### src/rtl/lph_pkg.sv
`timescale 1ns / 1ps
`default_nettype none
// ----------------------------------------------------------------------------
// lph_pkg
// Shared types and constants of the linear probing hash table: result codes,
// fixed port widths, parameter defaults and the controller/datapath bundles.
// ----------------------------------------------------------------------------
package lph_pkg;

  // parameter defaults
  localparam int unsigned TABLE_DEPTH_DEF   = 256;
  localparam int unsigned MAX_KEY_BYTES_DEF = 8;
  localparam int unsigned VALUE_BITS_DEF    = 32;

  // fixed port widths
  localparam int unsigned KEY_PORT_BITS   = 64;
  localparam int unsigned LEN_BITS        = 4;
  localparam int unsigned VALUE_PORT_BITS = 32;
  localparam int unsigned STATUS_BITS     = 3;
  localparam int unsigned SLOT_PORT_BITS  = 8;

  // hash multiplier 33 = (1 << 5) + 1
  localparam int unsigned HASH_SHIFT = 5;

  // result codes
  typedef enum logic [STATUS_BITS-1:0] {
    ST_INSERTED  = 3'd0,
    ST_FOUND     = 3'd1,
    ST_DUPLICATE = 3'd2,
    ST_NOT_FOUND = 3'd3,
    ST_FULL      = 3'd4
  } status_e;

  // commands from the controller to the datapath
  typedef struct packed {
    logic    load;        // capture a new item
    logic    hash_step;   // fold one key byte into the hash
    logic    probe_init;  // start slot from the hash
    logic    rd;          // read the entry at the probe slot
    logic    advance;     // move to the next slot
    logic    wr_entry;    // store the item at the probe slot
    logic    clr_wr;      // clear one entry of the sweep after reset
    logic    res_en;      // register a result
    status_e res_status;
  } lph_cmd_t;

  // status from the datapath to the controller
  typedef struct packed {
    logic hash_done;
    logic occ;
    logic match;
    logic insert;
    logic full;
    logic clr_last;
  } lph_sts_t;

endpackage
`default_nettype wire

### src/rtl/lph_ctrl.sv
`timescale 1ns / 1ps
`default_nettype none
// ----------------------------------------------------------------------------
// lph_ctrl
// Sequencer of the hash table: clearing sweep after reset, key hashing,
// probe read/check loop and result selection.
// ----------------------------------------------------------------------------
module lph_ctrl (
  input  wire logic              clk_i,
  input  wire logic              rst_ni,
  input  wire logic              start,
  output logic                   busy,
  input  wire lph_pkg::lph_sts_t sts_i,
  output lph_pkg::lph_cmd_t      cmd_o
);

  typedef enum logic [2:0] {
    S_CLEAR,
    S_IDLE,
    S_HASH,
    S_READ,
    S_CHECK
  } state_e;

  state_e state_q, state_d;

  // next state and commands
  always_comb begin
    state_d            = state_q;
    cmd_o              = '0;
    cmd_o.res_status   = lph_pkg::ST_NOT_FOUND;
    unique case (state_q)
      S_CLEAR: begin
        cmd_o.clr_wr = 1'b1;
        if (sts_i.clr_last) state_d = S_IDLE;
      end
      S_IDLE: begin
        if (start) begin
          cmd_o.load = 1'b1;
          state_d    = S_HASH;
        end
      end
      S_HASH: begin
        if (sts_i.hash_done) begin
          cmd_o.probe_init = 1'b1;
          state_d          = S_READ;
        end else begin
          cmd_o.hash_step = 1'b1;
        end
      end
      S_READ: begin
        cmd_o.rd = 1'b1;
        state_d  = S_CHECK;
      end
      S_CHECK: begin
        if (!sts_i.occ) begin
          // empty slot ends the probe
          cmd_o.res_en = 1'b1;
          state_d      = S_IDLE;
          if (!sts_i.insert) begin
            cmd_o.res_status = lph_pkg::ST_NOT_FOUND;
          end else if (sts_i.full) begin
            cmd_o.res_status = lph_pkg::ST_FULL;
          end else begin
            cmd_o.res_status = lph_pkg::ST_INSERTED;
            cmd_o.wr_entry   = 1'b1;
          end
        end else if (sts_i.match) begin
          cmd_o.res_en     = 1'b1;
          cmd_o.res_status = sts_i.insert ? lph_pkg::ST_DUPLICATE : lph_pkg::ST_FOUND;
          state_d          = S_IDLE;
        end else begin
          cmd_o.advance = 1'b1;
          state_d       = S_READ;
        end
      end
      default: state_d = S_IDLE;
    endcase
  end

  // state register
  always_ff @(posedge clk_i or negedge rst_ni) begin
    if (!rst_ni) begin
      state_q <= S_CLEAR;
    end else begin
      state_q <= state_d;
    end
  end

  assign busy = (state_q != S_IDLE);

endmodule
`default_nettype wire

### config.mk
export PLATFORM = sky130hd
export DESIGN_NAME = lph_ctrl
export DESIGN_NICKNAME = d
export VERILOG_FILES = /design/src/rtl/lph_pkg.sv /design/src/rtl/lph_ctrl.sv
export SDC_FILE = /design/constraint.sdc
export NUM_CORES = 1
export LEC_CHECK = 0
export ABC_AREA = 1
export ABC_CLOCK_PERIOD_IN_PS = 1500
export BUFFER_PORTS_ARGS = -buffer_cell sky130_fd_sc_hd__buf_2
export CORE_AREA = 10 10 47 49
export DETAILED_ROUTE_END_ITERATION = 12
export DIE_AREA = 0 0 57 59
export GPL_ROUTABILITY_DRIVEN = 0
export GPL_TIMING_DRIVEN = 0
export SYNTH_ARGS = -nofsm -noshare
export SYNTH_HDL_FRONTEND = slang
export SYNTH_SLANG_ARGS = --single-unit
export TNS_END_PERCENT = 50
### constraint.sdc
create_clock -name clk_i -period 1.5 [get_ports clk_i]
set_input_delay 0.075 -clock clk_i [delete_from_list [all_inputs] [get_ports clk_i]]
set_output_delay 0.075 -clock clk_i [all_outputs]
set_load 0.02 [all_outputs]
# [Word-level counts from Yosys, hierarchy flattened]
# Index checks and enable logic that the tools add are counted.
# Widths: inputs -> output; s select.
[classes] n_eq_ne=8 mux=25 reduce_logical=2
[op_table] cell="$mux 3" n=5
[op_table] cell="$pmux 3 s5" n=1
[op_table] cell="$mux 4" n=3
[op_table] cell="$mux 1" n=11
[op_table] cell="$mux 2" n=5
[op_table] cell="$eq 3x2->1 const B" n=2
[op_table] cell="$ne 2x2->1 const B" n=3
[op_table] cell="$eq 3x1->1 const B" n=1
[op_table] cell="$eq 3x3->1 const B" n=1
[op_table] cell="$logic_not 3->1" n=1
[op_table] cell="$ne 3x1->1 const B" n=1
[op_table] cell="$reduce_and 3->1" n=1
[totals] regBits=3 in_bits=9 out_inout_bits=12 elab_cells=36

# [Depth between registers and ports, before layout]
[depth] word_depth=4 mapped_depth=7 ltp_nobuf=7

# [Worst setup path after synthesis]
# OpenSTA, ideal clock, no wires.
[synth_timing] path_type="register to output" from="reg state_q[0]" to="out cmd_o[5] in the netlist's numbering" arrival_ns=1.285 required_time_ns=1.425 slack_ns=0.140 path_stages_with_launch=4 path_cell_list="dfrtp_1 > nor2_2 > nand2_1 > nor4_1"
[synth_rtl] item="from (decl)" line="lph_ctrl.sv:25" text="state_e state_q, state_d;"
[synth_rtl] item="from (signal assigned)" line="lph_ctrl.sv:86" text="state_q <= state_d;"
[synth_rtl] item="to (decl)" line="lph_ctrl.sv:14" text="output lph_pkg::lph_cmd_t cmd_o"

==> impl_metrics.env <==
export IMPL_ioPinCount=21
export IMPL_cts_tree="yes"
export IMPL_drc=0
export IMPL_die_width_um=57
export IMPL_synth_top_family_by_area="simple AND/OR/NAND/NOR gates"
export IMPL_p_sw_mw=0.414
export IMPL_largest_reg_flops=3
export IMPL_setup_viol=0
export IMPL_insertion_delay_ns=0.23
export IMPL_initial_core_util=0.191
export IMPL_dp_cells=79
export IMPL_p_clk_frac=0.177
export IMPL_cpPeakStageDelay_ns=0.42
export IMPL_skew_ns=0.00117
export IMPL_synth_common_cells="10 x inv_1, 8 x nand2_1, 6 x nor2_1"
export IMPL_p_per_area_nw_per_um2=1840
export IMPL_cts_buffer_depth=2
export IMPL_final_max_slew_violation_count=0
export IMPL_rows=14
export IMPL_combPwrFrac=0.599
export IMPL_grt_use_total=0.0534
export IMPL_async_flop_share=1.00
export IMPL_synth_area_top_cells="dfrtp_1 28%, inv_1 14%, nand2_1 11%"
export IMPL_max_cap_violations=0
export IMPL_grt_first_pass_wirelength_um=1440
export IMPL_core_area_um2=1400
export IMPL_status="completed"
export IMPL_power_frac_seq=0.224
export IMPL_muxShareOfSynthArea=0
export IMPL_path_cells="nor2_2 > nand2_1 > a21oi_2 > o21ai_1 > buf_2"
export IMPL_tightest_slew_ns=0.233
export IMPL_top_register="state_q"
export IMPL_grt_overflow=0
export IMPL_yosysWarnings=0
export IMPL_fin_ws_ns=0.103
export IMPL_cts_setup_buffers=0
export IMPL_pre_cts_slack_ns=0.329
export IMPL_drt_wl_total_um=879
export IMPL_viasPerCell=4.08
export IMPL_drtPass1Iterations=3
export IMPL_synth_edf_count=0
export IMPL_yosys_area_share_xor_xnor=0
export IMPL_finalSetupTns_ns=0
export IMPL_syn_area_um2=268
export IMPL_hold_path_class="in2reg"
export IMPL_rsz0062_at_grt="false"
export IMPL_synth_most_common_cell="inv_1"
export IMPL_synth_area_per_cell_um2=6.23
export IMPL_switching_share=0.522
export IMPL_ys_types=15
export IMPL_slowest_stage="dfrtp_1"
export IMPL_insertedDiodeCount=0
export IMPL_relSlewSlack=0.845
export IMPL_h_tree_depth=1
export IMPL_ys_seq_area_frac=0.280
export IMPL_antenna_found_initial=0
export IMPL_die_y_um=59
export IMPL_ant_nets=0
export IMPL_synth_compound_area_share=0.0748
export IMPL_grt_max_degree=8
export IMPL_max_freq_mhz=716
export IMPL_p_leak_nw=0.265
export IMPL_portBuffers=20
export IMPL_synth_adder_area_share=0
export IMPL_intPower_mw=0.379
export IMPL_numCtsBuffers=3
export IMPL_yosysTopAreaCellShare=0.280
export IMPL_fin_nets=78
export IMPL_cts_reportedPaths_clkPinSlew_ns=0.03
export IMPL_critical_path_arrival_ns=1.32
export IMPL_synth_ff_type="dfrtp_1"
export IMPL_path_max_fanout=5
export IMPL_cts_root_buffer="clkbuf_4"
export IMPL_endpoint_kind="output port"
export IMPL_layout_min_cycle_time_ns=1.40
export IMPL_peakVddDrop_mv=0.551
export IMPL_routedWlPerCell_um=10.5
export IMPL_critPathKind="reg2out"
export IMPL_synthCells=43
export IMPL_cts_sinks=3
export IMPL_yosys_area_share_simple=0.491
export IMPL_fp_dieArea_um2=3360
export IMPL_drive_above_1_share=0.456
export IMPL_drtIter0Drc=2
export IMPL_final_cell_count_no_fill=84
export IMPL_worstSetupStartpointType="flop"
export IMPL_syn_nets=52
export IMPL_largestRegisters="state_q: 3 flops"
export IMPL_synth_area_leader_cell="dfrtp_1"
export IMPL_grt_pass1_vias=358
export IMPL_ys_seq_elements=3
export IMPL_place_detailed_hpwl_um=770
export IMPL_final_hold_viol_count=0
export IMPL_required_ns=1.42
export IMPL_area_growth_pct=60.7
export IMPL_vias=343
export IMPL_period_share=0.931
==> cell type report <==
type,instances,area [um2]
fill,161,971
multi-input combinational,29,158
timing repair buffer,21,110
sequential,3,75.1
inverter,11,41.3
clock buffer,4,26.3
tap,16,20.0
==> metal layers <==
layer	share of wire	track usage	wire [um]	vias up
met1	0.40	0.0529	355	136
met3	0.14	0.0386	121	3
met4	0.022	0.0403	19	0
met5	0	0	0	-
met2	0.43	0.0760	382	18
li1	-	-	-	186
==> through the flow <==
stage	total power [mW]	hold slack (ns)	util	area, um2
global placement	0.648	-0.129	0.277	388
global route	0.863	0.0926	0.307	430
detailed placement	0.655	-0.125	0.277	388
finish	0.792	0.0835	0.307	430
CTS	0.804	0.0726	0.303	424
floorplan	0.508	-0.221	-	268
==> logic make-up after synthesis <==
group,Yosys count
flip-flops,3
AND/OR/NAND/NOR,26
AO/OA/AOI/OAI,3
buffers and inverters,11
==> worst max-delay path: cells and delay by family, from the launching register on <==
kind            cells  cell delay (ns)
compound gates      2             0.24
flops               1             0.42
buf+inv             1             0.16
simple gates        2             0.27
==> cell usage in the layout, fill, tap and decap left out <==
cell type,instances
nor2_2,3
o22ai_1,1
a21oi_2,1
nand3b_1,1
nor3_1,3
nand3_1,1
nand3_2,2
buf_2,20
clkbuf_4,3
inv_2,1
nand4_1,1
clkbuf_1,1
o21ai_1,1
dlygate4sd3_1,1
dfrtp_1,3
nor2_1,6
nand2_1,8
inv_1,10
nor4_2,1
==> power groups by stage <==
stage / clock network (mW) / logic [mW] / registers (mW)
after floorplan: 0 / 0.340 / 0.168
after global placement: 0 / 0.472 / 0.177
after detailed placement: 0 / 0.476 / 0.179
after CTS: 0.145 / 0.481 / 0.178
after global routing: 0.152 / 0.529 / 0.182
final: 0.140 / 0.475 / 0.177
==> worst paths after layout <==
check                      startpoint          to  slack (ns)  depth (start not counted)
setup / recovery           state_q[0]    cmd_o[1]        0.10                          5
hold / removal                  start  state_q[0]        0.08                          2
setup reg to reg           state_q[2]  state_q[1]        0.45                          6
hold reg to reg            state_q[2]  state_q[2]        0.60                          1
max in group asynchronous      rst_ni  state_q[0]        1.22                          2
min in group asynchronous      rst_ni  state_q[1]        0.17                          2
==> timing repair <==
action                     CTS  global route
setup endpoints to repair    0             2
resized for setup            0             1
hold buffers                 1             0
hold endpoints to repair     3             0
Note: power is estimated with default switching activity, not from simulation.
